--- config.mk ---
export PLATFORM = sky130hd
export DESIGN_NAME = circular_queue_reverse_prefix_flat
export DESIGN_NICKNAME = d
export VERILOG_FILES = /design/src/sv/cqrp_pkg.sv /design/src/sv/cqrp_in_if.sv /design/src/sv/cqrp_out_if.sv /design/src/sv/cqrp_useq.sv /design/src/sv/cqrp_dpath.sv /design/src/sv/circular_queue_reverse_prefix.sv /design/src/flat_wrapper.sv
export SDC_FILE = /design/constraint.sdc
export NUM_CORES = 1
export LEC_CHECK = 0
export BUFFER_PORTS_ARGS = -buffer_cell sky130_fd_sc_hd__buf_2
export CAP_MARGIN = 30
export CELL_PAD_IN_SITES_DETAIL_PLACEMENT = 0
export CELL_PAD_IN_SITES_GLOBAL_PLACEMENT = 1
export CORE_MARGIN = 1.5
export CORE_UTILIZATION = 51
export CTS_BUF_LIST = sky130_fd_sc_hd__clkbuf_4 sky130_fd_sc_hd__clkbuf_8 sky130_fd_sc_hd__clkbuf_16
export CTS_CLUSTER_SIZE = 16
export DETAILED_ROUTE_END_ITERATION = 12
export PLACE_DENSITY = 0.75
export SETUP_SLACK_MARGIN = 0.2
export SLEW_MARGIN = 30
export SYNTH_ARGS = -nofsm -noshare
export SYNTH_HDL_FRONTEND = slang
export SYNTH_HIERARCHICAL = 1
export SYNTH_SLANG_ARGS = --single-unit
--- constraint.sdc ---
create_clock -name i_clk -period 5.8 [get_ports i_clk]
set_input_delay 0.87 -clock i_clk [delete_from_list [all_inputs] [get_ports i_clk]]
set_output_delay 0.87 -clock i_clk [all_outputs]
set_load 0.03 [all_outputs]
--- src/sv/cqrp_pkg.sv ---
// ----------------------------------------------------------------------------
// Circular queue with prefix reverse: shared package
// Field widths, status and action codes, the control word layout and the
// microprogram that the sequencer steps through.
// ----------------------------------------------------------------------------
package cqrp_pkg;

    // Fixed payload widths of the item and result fields.
    localparam int DATA_W   = 32;
    localparam int ACTION_W = 2;
    localparam int K_W      = 3;
    localparam int STATUS_W = 2;
    localparam int OCC_W    = 3;

    typedef logic [ACTION_W-1:0] t_action;
    typedef logic [STATUS_W-1:0] t_status;

    // Actions carried by an input item.
    localparam t_action ACT_ENQ  = 2'd0;
    localparam t_action ACT_DEQ  = 2'd1;
    localparam t_action ACT_PEEK = 2'd2;
    localparam t_action ACT_REV  = 2'd3;

    // Status codes of a result.
    localparam t_status ST_OK    = 2'd0;
    localparam t_status ST_FULL  = 2'd1;
    localparam t_status ST_EMPTY = 2'd2;
    localparam t_status ST_BADK  = 2'd3;

    // Microprogram addresses. A check step falls through to the step that
    // follows it and jumps to its target when the condition holds.
    typedef logic [4:0] t_upc;
    localparam t_upc U_FETCH    = 5'd0;
    localparam t_upc U_DISP     = 5'd1;
    localparam t_upc U_ENQ_CHK  = 5'd2;
    localparam t_upc U_ENQ_WR   = 5'd3;
    localparam t_upc U_ENQ_FULL = 5'd4;
    localparam t_upc U_DEQ_CHK  = 5'd5;
    localparam t_upc U_DEQ_OUT  = 5'd6;
    localparam t_upc U_PEEK_CHK = 5'd7;
    localparam t_upc U_PEEK_OUT = 5'd8;
    localparam t_upc U_EMPTY    = 5'd9;
    localparam t_upc U_REV_CHK  = 5'd10;
    localparam t_upc U_REV_TEST = 5'd11;
    localparam t_upc U_REV_RDB  = 5'd12;
    localparam t_upc U_REV_WRA  = 5'd13;
    localparam t_upc U_REV_WRB  = 5'd14;
    localparam t_upc U_REV_BAD  = 5'd15;
    localparam t_upc U_REV_DONE = 5'd16;

    // Jump conditions.
    typedef logic [2:0] t_cond;
    localparam t_cond C_NEXT     = 3'd0;
    localparam t_cond C_ALWAYS   = 3'd1;
    localparam t_cond C_FULL     = 3'd2;
    localparam t_cond C_EMPTY    = 3'd3;
    localparam t_cond C_BADK     = 3'd4;
    localparam t_cond C_NOSWAP   = 3'd5;
    localparam t_cond C_DISPATCH = 3'd6;

    // Memory read address select.
    typedef logic [1:0] t_rd_sel;
    localparam t_rd_sel RD_NONE = 2'd0;
    localparam t_rd_sel RD_HEAD = 2'd1;
    localparam t_rd_sel RD_LO   = 2'd2;
    localparam t_rd_sel RD_HI   = 2'd3;

    // Memory write select; the write data follows from the address choice.
    typedef logic [1:0] t_wr_sel;
    localparam t_wr_sel WR_NONE = 2'd0;
    localparam t_wr_sel WR_TAIL = 2'd1;
    localparam t_wr_sel WR_LO   = 2'd2;
    localparam t_wr_sel WR_HI   = 2'd3;

    // Pointer and count updates.
    typedef logic [1:0] t_ptr_op;
    localparam t_ptr_op PO_NONE = 2'd0;
    localparam t_ptr_op PO_ENQ  = 2'd1;
    localparam t_ptr_op PO_DEQ  = 2'd2;
    localparam t_ptr_op PO_SWAP = 2'd3;

    // One control word of the microprogram.
    typedef struct packed {
        logic    take_in;   // accept an input item in this step
        logic    setup;     // load the reverse window registers
        t_rd_sel rd_sel;
        t_wr_sel wr_sel;
        logic    tmp_ld;    // keep the read word for the second half of a swap
        t_ptr_op ptr_op;
        logic    emit;      // load the result register
        logic    data_rd;   // result data comes from the memory read
        t_status status;
        t_cond   cond;
        t_upc    target;
    } t_ctrl;

    // Status from the datapath that the sequencer branches on.
    typedef struct packed {
        logic    in_valid;
        logic    out_busy;
        logic    full;
        logic    empty;
        logic    bad_k;
        logic    no_swap;
        t_action action;
    } t_flags;

    // Entry point of the routine for each action.
    function automatic t_upc dispatch_target(input t_action act);
        t_upc t;
        unique case (act)
            ACT_ENQ:  t = U_ENQ_CHK;
            ACT_DEQ:  t = U_DEQ_CHK;
            ACT_PEEK: t = U_PEEK_CHK;
            ACT_REV:  t = U_REV_CHK;
            default:  t = U_FETCH;
        endcase
        return t;
    endfunction

    // The microprogram store.
    function automatic t_ctrl ucode(input t_upc pc);
        t_ctrl c;
        c        = '0;
        c.cond   = C_ALWAYS;
        c.target = U_FETCH;
        unique case (pc)
            U_FETCH: begin
                c.take_in = 1'b1;
                c.cond    = C_NEXT;
            end
            U_DISP: begin
                c.setup = 1'b1;
                c.cond  = C_DISPATCH;
            end
            U_ENQ_CHK: begin
                c.cond   = C_FULL;
                c.target = U_ENQ_FULL;
            end
            U_ENQ_FULL: begin
                c.emit   = 1'b1;
                c.status = ST_FULL;
            end
            U_ENQ_WR: begin
                c.wr_sel = WR_TAIL;
                c.ptr_op = PO_ENQ;
                c.emit   = 1'b1;
                c.status = ST_OK;
            end
            U_DEQ_CHK: begin
                c.rd_sel = RD_HEAD;
                c.cond   = C_EMPTY;
                c.target = U_EMPTY;
            end
            U_DEQ_OUT: begin
                c.ptr_op  = PO_DEQ;
                c.emit    = 1'b1;
                c.data_rd = 1'b1;
                c.status  = ST_OK;
            end
            U_PEEK_CHK: begin
                c.rd_sel = RD_HEAD;
                c.cond   = C_EMPTY;
                c.target = U_EMPTY;
            end
            U_PEEK_OUT: begin
                c.emit    = 1'b1;
                c.data_rd = 1'b1;
                c.status  = ST_OK;
            end
            U_EMPTY: begin
                c.emit   = 1'b1;
                c.status = ST_EMPTY;
            end
            U_REV_CHK: begin
                c.cond   = C_BADK;
                c.target = U_REV_BAD;
            end
            U_REV_TEST: begin
                c.rd_sel = RD_LO;
                c.cond   = C_NOSWAP;
                c.target = U_REV_DONE;
            end
            U_REV_RDB: begin
                c.rd_sel = RD_HI;
                c.tmp_ld = 1'b1;
                c.cond   = C_NEXT;
            end
            U_REV_WRA: begin
                c.wr_sel = WR_LO;
                c.cond   = C_NEXT;
            end
            U_REV_WRB: begin
                c.wr_sel = WR_HI;
                c.ptr_op = PO_SWAP;
                c.target = U_REV_TEST;
            end
            U_REV_BAD: begin
                c.emit   = 1'b1;
                c.status = ST_BADK;
            end
            U_REV_DONE: begin
                c.emit   = 1'b1;
                c.status = ST_OK;
            end
            default: begin
                c.cond   = C_ALWAYS;
                c.target = U_FETCH;
            end
        endcase
        return c;
    endfunction

endpackage

--- src/sv/cqrp_in_if.sv ---
// ----------------------------------------------------------------------------
// Circular queue with prefix reverse: input channel
// Valid/ready channel that carries one action item.
// ----------------------------------------------------------------------------
interface cqrp_in_if
    import cqrp_pkg::*;
();
    logic                     valid;
    logic                     ready;
    logic [ACTION_W-1:0]      action;
    logic signed [DATA_W-1:0] value;
    logic [K_W-1:0]           count_k;

    modport source (output valid, output action, output value, output count_k,
                    input ready);
    modport sink   (input valid, input action, input value, input count_k,
                    output ready);
endinterface

--- src/sv/cqrp_out_if.sv ---
// ----------------------------------------------------------------------------
// Circular queue with prefix reverse: result channel
// Valid/ready channel that carries one result item.
// ----------------------------------------------------------------------------
interface cqrp_out_if
    import cqrp_pkg::*;
();
    logic                     valid;
    logic                     ready;
    logic signed [DATA_W-1:0] data_out;
    logic [STATUS_W-1:0]      status;
    logic [OCC_W-1:0]         occupancy;
    logic                     is_empty;
    logic                     is_full;

    modport source (output valid, output data_out, output status, output occupancy,
                    output is_empty, output is_full, input ready);
    modport sink   (input valid, input data_out, input status, input occupancy,
                    input is_empty, input is_full, output ready);
endinterface

--- src/sv/cqrp_useq.sv ---
// ----------------------------------------------------------------------------
// Circular queue with prefix reverse: microsequencer
// Step counter, microprogram lookup and conditional jump logic.
// ----------------------------------------------------------------------------
module cqrp_useq
    import cqrp_pkg::*;
(
    input  logic   i_clk,
    input  logic   i_rst_n,
    input  t_flags i_flags,
    output t_ctrl  o_ctrl,
    output logic   o_go
);

    t_upc  r_upc;
    t_upc  n_upc;
    t_ctrl cw;
    logic  jump;

    // Fetch the control word of the current step.
    assign cw     = ucode(r_upc);
    assign o_ctrl = cw;

    // A step stalls while it waits for an input transfer or for the result slot.
    assign o_go = !(cw.take_in && !i_flags.in_valid) && !(cw.emit && i_flags.out_busy);

    // Evaluate the jump condition.
    always_comb begin
        unique case (cw.cond)
            C_NEXT:   jump = 1'b0;
            C_ALWAYS: jump = 1'b1;
            C_FULL:   jump = i_flags.full;
            C_EMPTY:  jump = i_flags.empty;
            C_BADK:   jump = i_flags.bad_k;
            C_NOSWAP: jump = i_flags.no_swap;
            default:  jump = 1'b0;
        endcase
    end

    // Next step address.
    always_comb begin
        if (!o_go) begin
            n_upc = r_upc;
        end else if (cw.cond == C_DISPATCH) begin
            n_upc = dispatch_target(i_flags.action);
        end else if (jump) begin
            n_upc = cw.target;
        end else begin
            n_upc = r_upc + 5'd1;
        end
    end

    // Step counter.
    always_ff @(posedge i_clk) begin
        if (!i_rst_n) begin
            r_upc <= U_FETCH;
        end else begin
            r_upc <= n_upc;
        end
    end

endmodule

--- src/sv/cqrp_dpath.sv ---
// ----------------------------------------------------------------------------
// Circular queue with prefix reverse: datapath
// Entry memory, head/tail pointers, reverse window and result register.
// ----------------------------------------------------------------------------
module cqrp_dpath
    import cqrp_pkg::*;
#(
    parameter int DEPTH = 8
) (
    input  logic              i_clk,
    input  logic              i_rst_n,
    input  t_ctrl             i_ctrl,
    input  logic              i_go,
    output t_flags            o_flags,
    cqrp_in_if.sink           i_item,
    cqrp_out_if.source        o_result
);

    localparam int PW = $clog2(DEPTH);
    localparam int EW = (PW > K_W) ? PW : K_W;
    localparam int SW = EW + 1;
    localparam logic [PW-1:0] PTR_LAST = PW'(DEPTH - 1);

    // Entry memory with registered read data.
    logic [DATA_W-1:0] r_mem [DEPTH];
    logic [DATA_W-1:0] r_rd_data;

    // Queue state.
    logic [PW-1:0] r_head, n_head;
    logic [PW-1:0] r_tail, n_tail;
    logic [PW-1:0] r_count, n_count;

    // Latched input item.
    t_action           r_act;
    logic [DATA_W-1:0] r_val;
    logic [K_W-1:0]    r_k;

    // Reverse window.
    logic [PW-1:0]     r_lo;
    logic [PW-1:0]     r_hi;
    logic [K_W-2:0]    r_swaps;
    logic [DATA_W-1:0] r_tmp;

    // Result register.
    logic              r_ovalid;
    logic [DATA_W-1:0] r_odata;
    t_status           r_ostat;
    logic [OCC_W-1:0]  r_occ;
    logic              r_oempty;
    logic              r_ofull;

    logic [PW-1:0]     rd_addr;
    logic [PW-1:0]     wr_addr;
    logic [DATA_W-1:0] wr_data;
    logic              wr_en;
    logic              rd_en;
    logic [SW-1:0]     hi_sum;
    logic [SW-1:0]     hi_wrap;
    logic [EW-1:0]     k_ext;
    logic [EW-1:0]     cnt_ext;
    logic [EW-1:0]     occ_ext;

    function automatic logic [PW-1:0] ptr_inc(input logic [PW-1:0] p);
        return (p == PTR_LAST) ? '0 : p + PW'(1);
    endfunction

    function automatic logic [PW-1:0] ptr_dec(input logic [PW-1:0] p);
        return (p == '0) ? PTR_LAST : p - PW'(1);
    endfunction

    // Status seen by the sequencer.
    assign k_ext   = EW'(r_k);
    assign cnt_ext = EW'(r_count);
    always_comb begin
        o_flags          = '0;
        o_flags.in_valid = i_item.valid;
        o_flags.out_busy = r_ovalid && !o_result.ready;
        o_flags.full     = (r_count == PTR_LAST);
        o_flags.empty    = (r_count == '0);
        o_flags.bad_k    = (r_k == '0) || (k_ext > cnt_ext);
        o_flags.no_swap  = (r_swaps == '0);
        o_flags.action   = r_act;
    end

    // Far end of the reverse window: head + k - 1, wrapped once.
    assign hi_sum  = SW'(r_head) + SW'(r_k) - SW'(1);
    assign hi_wrap = (hi_sum >= SW'(DEPTH)) ? hi_sum - SW'(DEPTH) : hi_sum;

    // Memory address and data selection.
    always_comb begin
        case (i_ctrl.rd_sel)
            RD_HEAD: rd_addr = r_head;
            RD_LO:   rd_addr = r_lo;
            RD_HI:   rd_addr = r_hi;
            default: rd_addr = r_head;
        endcase
        case (i_ctrl.wr_sel)
            WR_TAIL: begin
                wr_addr = r_tail;
                wr_data = r_val;
            end
            WR_LO: begin
                wr_addr = r_lo;
                wr_data = r_rd_data;
            end
            WR_HI: begin
                wr_addr = r_hi;
                wr_data = r_tmp;
            end
            default: begin
                wr_addr = r_tail;
                wr_data = r_val;
            end
        endcase
    end
    assign rd_en = i_go && (i_ctrl.rd_sel != RD_NONE);
    assign wr_en = i_go && (i_ctrl.wr_sel != WR_NONE);

    // Memory ports.
    always_ff @(posedge i_clk) begin
        if (wr_en) begin
            r_mem[wr_addr] <= wr_data;
        end
        if (rd_en) begin
            r_rd_data <= r_mem[rd_addr];
        end
    end

    // Pointer and count updates.
    always_comb begin
        n_head  = r_head;
        n_tail  = r_tail;
        n_count = r_count;
        if (i_go) begin
            case (i_ctrl.ptr_op)
                PO_ENQ: begin
                    n_tail  = ptr_inc(r_tail);
                    n_count = r_count + PW'(1);
                end
                PO_DEQ: begin
                    n_head  = ptr_inc(r_head);
                    n_count = r_count - PW'(1);
                end
                default: begin
                    n_head = r_head;
                end
            endcase
        end
    end

    always_ff @(posedge i_clk) begin
        if (!i_rst_n) begin
            r_head  <= '0;
            r_tail  <= '0;
            r_count <= '0;
        end else begin
            r_head  <= n_head;
            r_tail  <= n_tail;
            r_count <= n_count;
        end
    end

    // Item latch, reverse window and swap holding register.
    always_ff @(posedge i_clk) begin
        if (i_go && i_ctrl.take_in) begin
            r_act <= i_item.action;
            r_val <= i_item.value;
            r_k   <= i_item.count_k;
        end
        if (i_go && i_ctrl.setup) begin
            r_lo    <= r_head;
            r_hi    <= hi_wrap[PW-1:0];
            r_swaps <= r_k[K_W-1:1];
        end else if (i_go && (i_ctrl.ptr_op == PO_SWAP)) begin
            r_lo    <= ptr_inc(r_lo);
            r_hi    <= ptr_dec(r_hi);
            r_swaps <= r_swaps - 1'b1;
        end
        if (i_go && i_ctrl.tmp_ld) begin
            r_tmp <= r_rd_data;
        end
    end

    // Result register; it reports the occupancy after the action.
    assign occ_ext = EW'(n_count);
    always_ff @(posedge i_clk) begin
        if (!i_rst_n) begin
            r_ovalid <= 1'b0;
        end else if (i_go && i_ctrl.emit) begin
            r_ovalid <= 1'b1;
        end else if (o_result.ready) begin
            r_ovalid <= 1'b0;
        end
    end

    always_ff @(posedge i_clk) begin
        if (i_go && i_ctrl.emit) begin
            r_odata  <= i_ctrl.data_rd ? r_rd_data : '0;
            r_ostat  <= i_ctrl.status;
            r_occ    <= occ_ext[OCC_W-1:0];
            r_oempty <= (n_count == '0);
            r_ofull  <= (n_count == PTR_LAST);
        end
    end

    // Channel outputs.
    assign i_item.ready       = i_ctrl.take_in;
    assign o_result.valid     = r_ovalid;
    assign o_result.data_out  = r_odata;
    assign o_result.status    = r_ostat;
    assign o_result.occupancy = r_occ;
    assign o_result.is_empty  = r_oempty;
    assign o_result.is_full   = r_ofull;

endmodule

--- src/sv/circular_queue_reverse_prefix.sv ---
// Enqueue, dequeue, peek and rejected items run fetch (transfer), dispatch, check and emit.
// A valid reverse of k entries does floor(k/2) swaps: test, read, write lo, write hi.
// Items are handled one at a time; a new item is taken in the cycle after the result is loaded,
// and a result still waiting stalls the emit step.
// Each cycle the microprogram runs one step unless it stalls, with one memory read and write.
// Reset: head, tail, count and result valid clear and the sequencer returns to fetch.
// ----------------------------------------------------------------------------
// Circular queue with prefix reverse: top level
// Microcoded queue of signed words with enqueue, dequeue, peek and an
// in-place reverse of the first k entries.
// ----------------------------------------------------------------------------
module circular_queue_reverse_prefix
    import cqrp_pkg::*;
#(
    parameter int DEPTH = 8
) (
    input  logic        i_clk,
    input  logic        i_rst_n,
    cqrp_in_if.sink     i_item,
    cqrp_out_if.source  o_result
);

    t_ctrl  ctrl;
    t_flags flags;
    logic   go;

    // Microprogram sequencer.
    cqrp_useq u_useq (
        .i_clk   (i_clk),
        .i_rst_n (i_rst_n),
        .i_flags (flags),
        .o_ctrl  (ctrl),
        .o_go    (go)
    );

    // Queue datapath.
    cqrp_dpath #(
        .DEPTH (DEPTH)
    ) u_dpath (
        .i_clk    (i_clk),
        .i_rst_n  (i_rst_n),
        .i_ctrl   (ctrl),
        .i_go     (go),
        .o_flags  (flags),
        .i_item   (i_item),
        .o_result (o_result)
    );

endmodule
--- src/flat_wrapper.sv ---
// flat-port wrapper written by rule: the top's interface ports become plain ports
module circular_queue_reverse_prefix_flat import cqrp_pkg::*;
#(
    parameter int DEPTH = 8
)
  (i_clk, i_rst_n, i_item_valid, i_item_action, i_item_value, i_item_count_k, i_item_ready, o_result_valid, o_result_data_out, o_result_status, o_result_occupancy, o_result_is_empty, o_result_is_full, o_result_ready);
  cqrp_in_if i_item_i ();
  cqrp_out_if o_result_i ();
  input  logic i_clk;
  input  logic i_rst_n;
  input wire logic [$bits(i_item_i.valid)-1:0] i_item_valid;
  input wire logic [$bits(i_item_i.action)-1:0] i_item_action;
  input wire logic [$bits(i_item_i.value)-1:0] i_item_value;
  input wire logic [$bits(i_item_i.count_k)-1:0] i_item_count_k;
  output wire logic [$bits(i_item_i.ready)-1:0] i_item_ready;
  output wire logic [$bits(o_result_i.valid)-1:0] o_result_valid;
  output wire logic [$bits(o_result_i.data_out)-1:0] o_result_data_out;
  output wire logic [$bits(o_result_i.status)-1:0] o_result_status;
  output wire logic [$bits(o_result_i.occupancy)-1:0] o_result_occupancy;
  output wire logic [$bits(o_result_i.is_empty)-1:0] o_result_is_empty;
  output wire logic [$bits(o_result_i.is_full)-1:0] o_result_is_full;
  input wire logic [$bits(o_result_i.ready)-1:0] o_result_ready;
  assign i_item_i.valid = i_item_valid;
  assign i_item_i.action = i_item_action;
  assign i_item_i.value = i_item_value;
  assign i_item_i.count_k = i_item_count_k;
  assign i_item_ready = i_item_i.ready;
  assign o_result_valid = o_result_i.valid;
  assign o_result_data_out = o_result_i.data_out;
  assign o_result_status = o_result_i.status;
  assign o_result_occupancy = o_result_i.occupancy;
  assign o_result_is_empty = o_result_i.is_empty;
  assign o_result_is_full = o_result_i.is_full;
  assign o_result_i.ready = o_result_ready;
  circular_queue_reverse_prefix #(.DEPTH(DEPTH)) u_core (.i_clk(i_clk), .i_rst_n(i_rst_n), .i_item(i_item_i), .o_result(o_result_i));
endmodule
==> results of run 1 <==
==> layer usage <==
layer	GRT usage, %	vias to the layer above
met2	33.3	254
li1	-	4609
met1	28.4	4852
met3	2.82	58
met5	0	-
met4	5.52	0
==> cells in the final DEF, fill, tap and decap left out, drive strengths merged, types with 32 or more instances in the layout <==
master	count
and2	38
a221oi	33
nor2	64
a21oi	115
inv	32
clkbuf	52
a21o	34
nand2	152
buf	101
a32oi	32
mux2i	76
edfxtp	404
==> final timing paths <==
check                                                   end  cells after the start
worst max-delay path            u_core/u_dpath/r_mem[0][10]                     10
worst max register to register  u_core/u_dpath/r_mem[0][10]                     10
worst min register to register     u_core/u_dpath/r_tmp[25]                      0
worst min-delay path               u_core/u_dpath/r_tmp[25]                      0
==> power by group through the flow <==
stage	sequential (uW)	combinational (uW)	clock [uW]
3_3_place_gp	4350	1840	0
2_1_floorplan	4560	1060	0
4_1_cts	4290	1880	2650
5_1_grt	4320	2040	2770
3_5_place_dp	4340	1870	0
6_report	4280	1850	2590
==> final cells by class <==
class | count | area [um2] | share of cell area, %
Multi-Input combinational cell | 667 | 4420 | 22.7
Clock inverter | 23 | 173 | 0.887
Inverter | 30 | 113 | 0.578
Clock buffer | 52 | 1140 | 5.87
Timing Repair Buffer | 101 | 628 | 3.23
Sequential cell | 419 | 12400 | 63.8
Tap cell | 448 | 561 | 2.88
==> registers in the layout, indices dropped and copies added, names as in the netlist, 2 cells and up <==
signal,flops
u_core/u_dpath/r_mem,256
u_core/u_dpath/o_result.data_out,32
u_core/u_dpath/r_rd_data,32
u_core/u_dpath/r_tmp,32
u_core/u_dpath/r_val,32
u_core/u_useq/r_upc,5
u_core/u_dpath/cnt_ext,3
u_core/u_dpath/k_ext,3
u_core/u_dpath/o_result.occupancy,3
u_core/u_dpath/r_head,3
u_core/u_dpath/r_hi,3
u_core/u_dpath/r_lo,3
u_core/u_dpath/r_tail,3
u_core/u_dpath/o_result.status,2
u_core/u_dpath/r_act,2
u_core/u_dpath/r_swaps,2
==> through the flow <==
| step | instance area [um2] | worst slack (ps) |
|---|---|---|
| after global placement | 18100 | 1580 |
| after detailed placement | 18200 | 1520 |
| after CTS | 19500 | 1500 |
| after global routing | 19500 | 1160 |
| final | 19500 | 1480 |
| after floorplan | 17200 | 1600 |
==> qor.csv, run 1 <==
metric,value,unit
DP HPWL,20400,um
placer congestion estimate,0.808,
maximum vdd ir drop,0.000343,V
min-delay src,u_core/u_dpath/r_rd_data[25],
wl on met1,16000,um
H-tree depth,2,
setup_tns,0,ps
Detailed Route WL,35000,um
largest net degree at the start of global routing,129,
synthesized cell area,0.0172,mm2
top layer used by detailed routing,met4,
Area Overhead vs Synth,13.1,%
Crit path arrival time,4520,ps
syn_area_per_cell,14.5,um2
Cells after DPL,1665,
Worst slew margin,40.4,%
Initial Utilization,51.6,%
pwr dens,448,mW/mm2
Die Y,187,um
hold_buf cts,0,
fmax,231,MHz
worst-margin pin slew,892,ps
CP Buf/Inv Count,3,
CP endpoint kind,flop,
yosys warns,6,
Filler cells,2631,
Gate power share,21.2,%
worst skew pair latency,540,ps
internal power,6150,uW
sequential share of power,49.1,%
Clock transition at path regs,60,ps
syn_nets,1256,
area of the core,0.0334,mm2
Final Core Density,58.4,%
postcts setup bufs,0,
Sw Share,29.6,%
Hold/Removal Path Class,flop to flop,
final hold vios,0,
Via density,5.62,
Worst Setup Start Kind,flop,
Die Footprint,0.0349,mm2
Layout Cells excl Fill,1740,
CTS Buffer Depth,3,
NumNets Final,1329,
Leak Pwr,0.00681,uW
vias,9773,
wire per inst,20.1,um
Max Cap Violations,0,
Setup CP Type,flop to flop,
routed wl met3,1590,um
routed wl met2,16700,um
number of global-route vias before repair,9562,
grt ovf,0,
layout cells sized above 1,15.6,%
setup violators final,0,
DRC,0,
DRT antenna net count,0,
outcome,"complete, no violations",
clk sink count,419,
I/O pins,82,
Antenna Cells,0,
Sw Pwr,2580,uW
GRT Overall Usage,20.2,%
Clk pwr share,29.7,%
critical path launch point,u_core/u_useq/r_upc[0],
Post-Syn Instances,1188,
RSZ-0062 raised after global routing,false,
Final Max Slew Viols,0,
highest-delay cell along the critical path,nor2_4,
Starting DRT DRC Count,741,
CP Data Required Time,6000,ps
reg2reg setup slack,1480,ps
Final min period,4320,ps
Die W,187,um
first-pass GRT wire length,54700,um
worst r2r src,u_core/u_useq/r_upc[0],
CTS tree,yes,
clk_skew,17.4,ps
Top delay family on crit path,simple AND/OR/NAND/NOR gates,
Tcrit/Tclk final,74.5,%
Crit Path Max Fanout,20,
Tot Pwr,8720,uW
Crit path largest cell delay,690,ps
CTS buffer count,42,
critical-path cell list,ha_1 > inv_1 > o31a_1 > nor2_4 > buf_4 > mux2i_1 > a21o_1 > nand2_1 > nor2_4 > buf_4,
Core Rows,67,
root cell of the clock tree,clkbuf_16,
Post-CTS Resized,0,
Initial DRT Pass Iterations,5,
Port Buffers,81,
final hold slack,468,ps
initial antenna violation count,0,
Power figures use the tool's default switching activity.
==> inputs of run 2 (changes only) <==
--- a/config.mk
+++ b/config.mk
@@ -10,11 +10,11 @@
 export CELL_PAD_IN_SITES_DETAIL_PLACEMENT = 0
 export CELL_PAD_IN_SITES_GLOBAL_PLACEMENT = 1
 export CORE_MARGIN = 1.5
-export CORE_UTILIZATION = 51
+export CORE_UTILIZATION = 46
 export CTS_BUF_LIST = sky130_fd_sc_hd__clkbuf_4 sky130_fd_sc_hd__clkbuf_8 sky130_fd_sc_hd__clkbuf_16
 export CTS_CLUSTER_SIZE = 16
 export DETAILED_ROUTE_END_ITERATION = 12
-export PLACE_DENSITY = 0.75
+export PLACE_DENSITY = 0.71
 export SETUP_SLACK_MARGIN = 0.2
 export SLEW_MARGIN = 30
 export SYNTH_ARGS = -nofsm -noshare
==> constraint.sdc (replaced) <==
create_clock -name i_clk -period 3.9 [get_ports i_clk]
set_input_delay 0.585 -clock i_clk [delete_from_list [all_inputs] [get_ports i_clk]]
set_output_delay 0.585 -clock i_clk [all_outputs]
set_load 0.03 [all_outputs]
==> run 2 against run 1 <==
  * Design area rose by 2.8%
  * Die area up 11%
  * Flip-flop and latch count unchanged
  * Critical path depth down 1
  * Clock-buffer cell count up 10
  * Global-route usage is 0.53 points lower
  * Clock power up 64%
  * Hold slack got worse by 280 ps
  * Register-to-register slack lost 980 ps
  * Utilization decreased by 3.8 points
  * Largest power group unchanged
  * Routed wire length is 5.3% higher
==> qor.csv, run 2 (same netlist as run 1, synthesis figures left out) <==
metric,value,unit
outcome,"complete, no violations",
Worst slew margin,54.6,%
largest net degree at the start of global routing,97,
CTS Buffer Depth,3,
worst r2r src,u_core/u_useq/r_upc[2],
Worst Setup Start Kind,flop,
Via density,5.54,
H-tree depth,2,
Post-CTS Resized,0,
Max Cap Violations,0,
clk_skew,14.9,ps
DP HPWL,21200,um
DRT antenna net count,0,
worst skew pair latency,570,ps
maximum vdd ir drop,0.000376,V
Leak Pwr,0.00707,uW
vias,9937,
Tot Pwr,13500,uW
Sequential Area,0.0124,mm2
Starting DRT DRC Count,607,
layout cells sized above 1,17.9,%
internal power,9540,uW
Filler cells,2996,
Crit path largest cell delay,630,ps
critical path launch point,u_core/u_useq/r_upc[2],
final hold vios,0,
Sw Share,29.1,%
reg-to-reg endpoint,u_core/u_dpath/r_rd_data[12],
hold_buf cts,0,
I/O pins,82,
Clock transition at path regs,60,ps
flip-flop count of the largest register after layout,256,
critical-path cell list,nor2b_1 > o21ai_0 > nor2_1 > mux2_4 > o21a_4 > buf_4 > mux2i_1 > a221oi_1 > a21o_1,
NumNets Final,1360,
grt ovf,0,
post-route cell area,0.0200,mm2
Die W,196,um
"Cell Area, Placed",0.0185,mm2
"most common cell after layout, fill and taps aside",edfxtp_1,
RSZ-0062 raised after global routing,false,
Setup CP Type,flop to flop,
pwr dens,672,mW/mm2
setup_tns,0,ps
worst-margin pin slew,680,ps
Clk pwr share,31.6,%
setup violators final,0,
Detailed Route WL,36800,um
most flop-heavy register,u_core/u_dpath/r_mem,
multi-input logic area,0.00442,mm2
fmax,294,MHz
DRC,0,
postcts setup bufs,0,
Worst R2R Path Depth,9,
Initial Utilization,46.9,%
CTS buffer count,45,
placer congestion estimate,0.787,
Die Footprint,0.0386,mm2
number of global-route vias before repair,9725,
Area Overhead vs Synth,16.3,%
Hold/Removal Path Class,input port to flop,
wire per inst,20.5,um
first-pass GRT wire length,57300,um
Critical Path Sink,u_core/u_dpath/r_rd_data[12],
CP Data Required Time,4220,ps
Port Buffers,81,
Tcrit/Tclk final,87.3,%
most frequent cells in the layout,"edfxtp_1 (404), nand2_1 (152), a21oi_1 (111)",
Crit path arrival time,3720,ps
Die Y,196,um
Final min period,3400,ps
highest-delay cell along the critical path,dfxtp_1,
initial antenna violation count,0,
Initial DRT Pass Iterations,4,
area of the core,0.0367,mm2
Crit Path Max Fanout,37,
clk sink count,419,
root cell of the clock tree,clkbuf_16,
Sw Pwr,3910,uW
Antenna Cells,0,
Final Max Slew Viols,0,
GRT Overall Usage,19.7,%
sequential share of power,47.3,%
Gate power share,21.1,%
CTS tree,yes,
CP endpoint kind,flop,
Core Rows,70,
reg2reg setup slack,500,ps
## run 2: cell count changes in the layout (fill, tap and decap cells not counted), sizes merged
cell,previous run,this run
bufinv,2,4
clkinvlp,1,0
clkinv,18,13
inv,32,31
buf,101,129
clkbuf,52,62
## run 2: critical path, delay by kind of cell (launching register included)
family          cells  cell delay [ps]
flops               1              630
compound gates      4              930
mux                 2              490
simple gates        2              760
buf+inv             1              340
## run 2: how the worst min path moves through the flow
stage	start	endpoint	slack, ps	cells past startpoint
detailed placement	u_core/u_dpath/r_rd_data[18]	u_core/u_dpath/r_tmp[18]	460	0
global route	i_item_value[29]	u_core/u_dpath/r_val[29]	160	1
CTS	i_item_value[20]	u_core/u_dpath/r_val[20]	160	1
floorplan	u_core/u_dpath/r_rd_data[0]	u_core/u_dpath/r_tmp[0]	440	0
global placement	u_core/u_dpath/r_rd_data[31]	u_core/u_dpath/r_tmp[31]	460	0
finish	i_item_value[15]	u_core/u_dpath/r_val[15]	190	1
## run 2: metal layers
layer | track usage (%) | share of wire [%] | vias to the layer above
li1 | - | - | 4676
met1 | 27.4 | 45 | 4978
met2 | 32.3 | 48 | 226
met3 | 3.34 | 4.3 | 57
met4 | 5.13 | 1.9 | 0
met5 | 0 | 0 | -
## run 2: cell type report
class / instances / share of cell area (%)
clock buffers: 62 / 6.38
clock inverters: 18 / 1.01
inverters: 30 / 0.563
multi-input cells: 667 / 22.1
flip-flops and latches: 419 / 62.1
well taps: 468 / 2.93
repair buffers: 129 / 4.95
## run 2: through the flow
| step | worst slack, ps | utilization [%] | hold slack, ps | std cells |
|---|---|---|---|---|
| finish | 496 | 54.5 | 192 | 1793 |
| global route | 260 | 54.5 | 163 | 1793 |
| global placement | 609 | 50.5 | 460 | 1713 |
| floorplan | -296 | - | 440 | 1188 |
| detailed placement | 529 | 50.5 | 457 | 1713 |
| CTS | 523 | 54.5 | 161 | 1793 |
## run 2: power groups by stage
stage               sequential [uW]  clock [uW]  combinational (uW)
finish                         6360        4250                2840
global route                   6420        4540                3140
CTS                            6370        4350                2890
detailed placement             6450           0                2880
global placement               6450           0                2830
floorplan                      6780           0                1580
==> inputs of run 3 (changes only) <==
--- a/config.mk
+++ b/config.mk
@@ -11,7 +11,7 @@
 export CELL_PAD_IN_SITES_GLOBAL_PLACEMENT = 1
 export CORE_MARGIN = 1.5
 export CORE_UTILIZATION = 46
-export CTS_BUF_LIST = sky130_fd_sc_hd__clkbuf_4 sky130_fd_sc_hd__clkbuf_8 sky130_fd_sc_hd__clkbuf_16
+export CTS_BUF_LIST = sky130_fd_sc_hd__clkbuf_16
 export CTS_CLUSTER_SIZE = 16
 export DETAILED_ROUTE_END_ITERATION = 12
 export PLACE_DENSITY = 0.71
==> run 3 against run 2 <==
  * Register-to-register slack barely moved
  * Design area fell by 0.33%
  * Setup slack improved by 3.9 ps
  * Routed wire length rose by 0.21%
  * Via count fell by 0.15%
  * Non-clock buffer count did not move
  * Highest routed layer unchanged
  * Flip-flop and latch count did not move
  * Hold slack barely moved
  * Maximum frequency rose by 0.12%
  * Total power fell by 1.1%
  * Utilization fell by 0.18 points
==> qor.csv, run 3 (same netlist as run 1, synthesis figures left out) <==
metric,value,unit
outcome,"complete, no violations",
worst skew pair latency,570,ps
DRT antenna net count,0,
worst-margin pin slew,708,ps
I/O pins,82,
hold_buf cts,0,
Die W,196,um
vias,9922,
CP endpoint kind,flop,
Crit path largest cell delay,640,ps
Layout Cells excl Fill,1793,
CTS tree,yes,
GRT Overall Usage,19.7,%
Final Core Density,54.4,%
pwr dens,667,mW/mm2
wire per inst,20.6,um
Top delay family on crit path,compound AO/OA/AOI/OAI gates,
area of the core,0.0367,mm2
Cells after DPL,1713,
Post-CTS Resized,0,
root cell of the clock tree,clkbuf_16,
clk_skew,15.5,ps
Starting DRT DRC Count,602,
Crit path arrival time,3720,ps
Initial DRT Pass Iterations,4,
Detailed Route WL,36900,um
flip-flop count of the largest register after layout,256,
Hold/Removal Path Class,input port to flop,
"most common cell after layout, fill and taps aside",edfxtp_1,
most flop-heavy register,u_core/u_dpath/r_mem,
Crit Path Max Fanout,37,
first-pass GRT wire length,57400,um
most frequent cells in the layout,"edfxtp_1 (404), nand2_1 (152), a21oi_1 (111)",
Tcrit/Tclk final,87.2,%
highest-delay cell along the critical path,dfxtp_1,
Final min period,3400,ps
largest net degree at the start of global routing,97,
CTS Buffer Depth,3,
Initial Utilization,46.9,%
CP Data Required Time,4220,ps
setup violators final,0,
Core Rows,70,
final hold vios,0,
initial antenna violation count,0,
Area Overhead vs Synth,15.9,%
placer congestion estimate,0.787,
fmax,294,MHz
grt ovf,0,
Setup CP Type,flop to flop,
number of global-route vias before repair,9753,
RSZ-0062 raised after global routing,false,
Worst slew margin,52.8,%
setup_tns,0,ps
Antenna Cells,0,
Max Cap Violations,0,
Worst Setup Start Kind,flop,
Die Footprint,0.0386,mm2
Final Max Slew Viols,0,
NumNets Final,1360,
DP HPWL,21200,um
CP Buf/Inv Count,1,
Die Y,196,um
Clock transition at path regs,60,ps
layout cells sized above 1,16.7,%
maximum vdd ir drop,0.000377,V
CTS buffer count,45,
DRC,0,
final hold slack,192,ps
Via density,5.53,
critical-path cell list,nor2b_1 > o21ai_0 > nor2_1 > mux2_4 > o21a_4 > buf_4 > mux2i_1 > a221oi_1 > a21o_1,
Leak Pwr,0.00708,uW
H-tree depth,2,
clk sink count,419,
Port Buffers,81,
postcts setup bufs,0,
## run 3: power by group
group | total (uW) | internal, uW | switching (uW)
Clock | 4090 | 2390 | 1700
Sequential | 6360 | 6110 | 248
Combinational | 2850 | 872 | 1970
## run 3: final timing paths
| kind | startpoint | end | slack [ps] | depth (start not counted) |
|---|---|---|---|---|
| worst max-delay path | u_core/u_useq/r_upc[2] | u_core/u_dpath/r_rd_data[12] | 500 | 9 |
| worst min-delay path | i_item_value[15] | u_core/u_dpath/r_val[15] | 190 | 1 |
| worst max register to register | u_core/u_useq/r_upc[2] | u_core/u_dpath/r_rd_data[12] | 500 | 9 |
| worst min register to register | u_core/u_dpath/r_rd_data[18] | u_core/u_dpath/r_tmp[18] | 460 | 0 |
## run 3: layer usage
layer / wire (um) / GRT usage (%)
met1: 16600 / 27.2
met4: 676 / 5.13
met2: 18000 / 32.6
met5: 0 / 0
met3: 1650 / 3.34
## run 3: final cells by class
type / count / area, um2
Clock buffer: 46 / 1150
Clock inverter: 34 / 263
Fill cell: 3013 / 16700
Inverter: 30 / 113
Multi-Input combinational cell: 667 / 4420
Sequential cell: 419 / 12400
Tap cell: 468 / 586
Timing Repair Buffer: 129 / 991
## run 3: through the flow
stage / power (uW) / worst slack [ps] / area [um2]
after floorplan: 8350 / -296 / 17200
after global placement: 9280 / 609 / 18500
after detailed placement: 9330 / 529 / 18500
after CTS: 13400 / 523 / 20000
after global routing: 13900 / 244 / 20000
final: 13300 / 500 / 20000
## run 3: worst register-to-register path, stage by stage (launching register included)
cell and delay [ps]:
dfxtp_1 640, nor2b_1 360, o21ai_0 140, nor2_1 400, mux2_4 270, o21a_4 500, buf_4 350, mux2i_1 230
a221oi_1 100, a21o_1 180
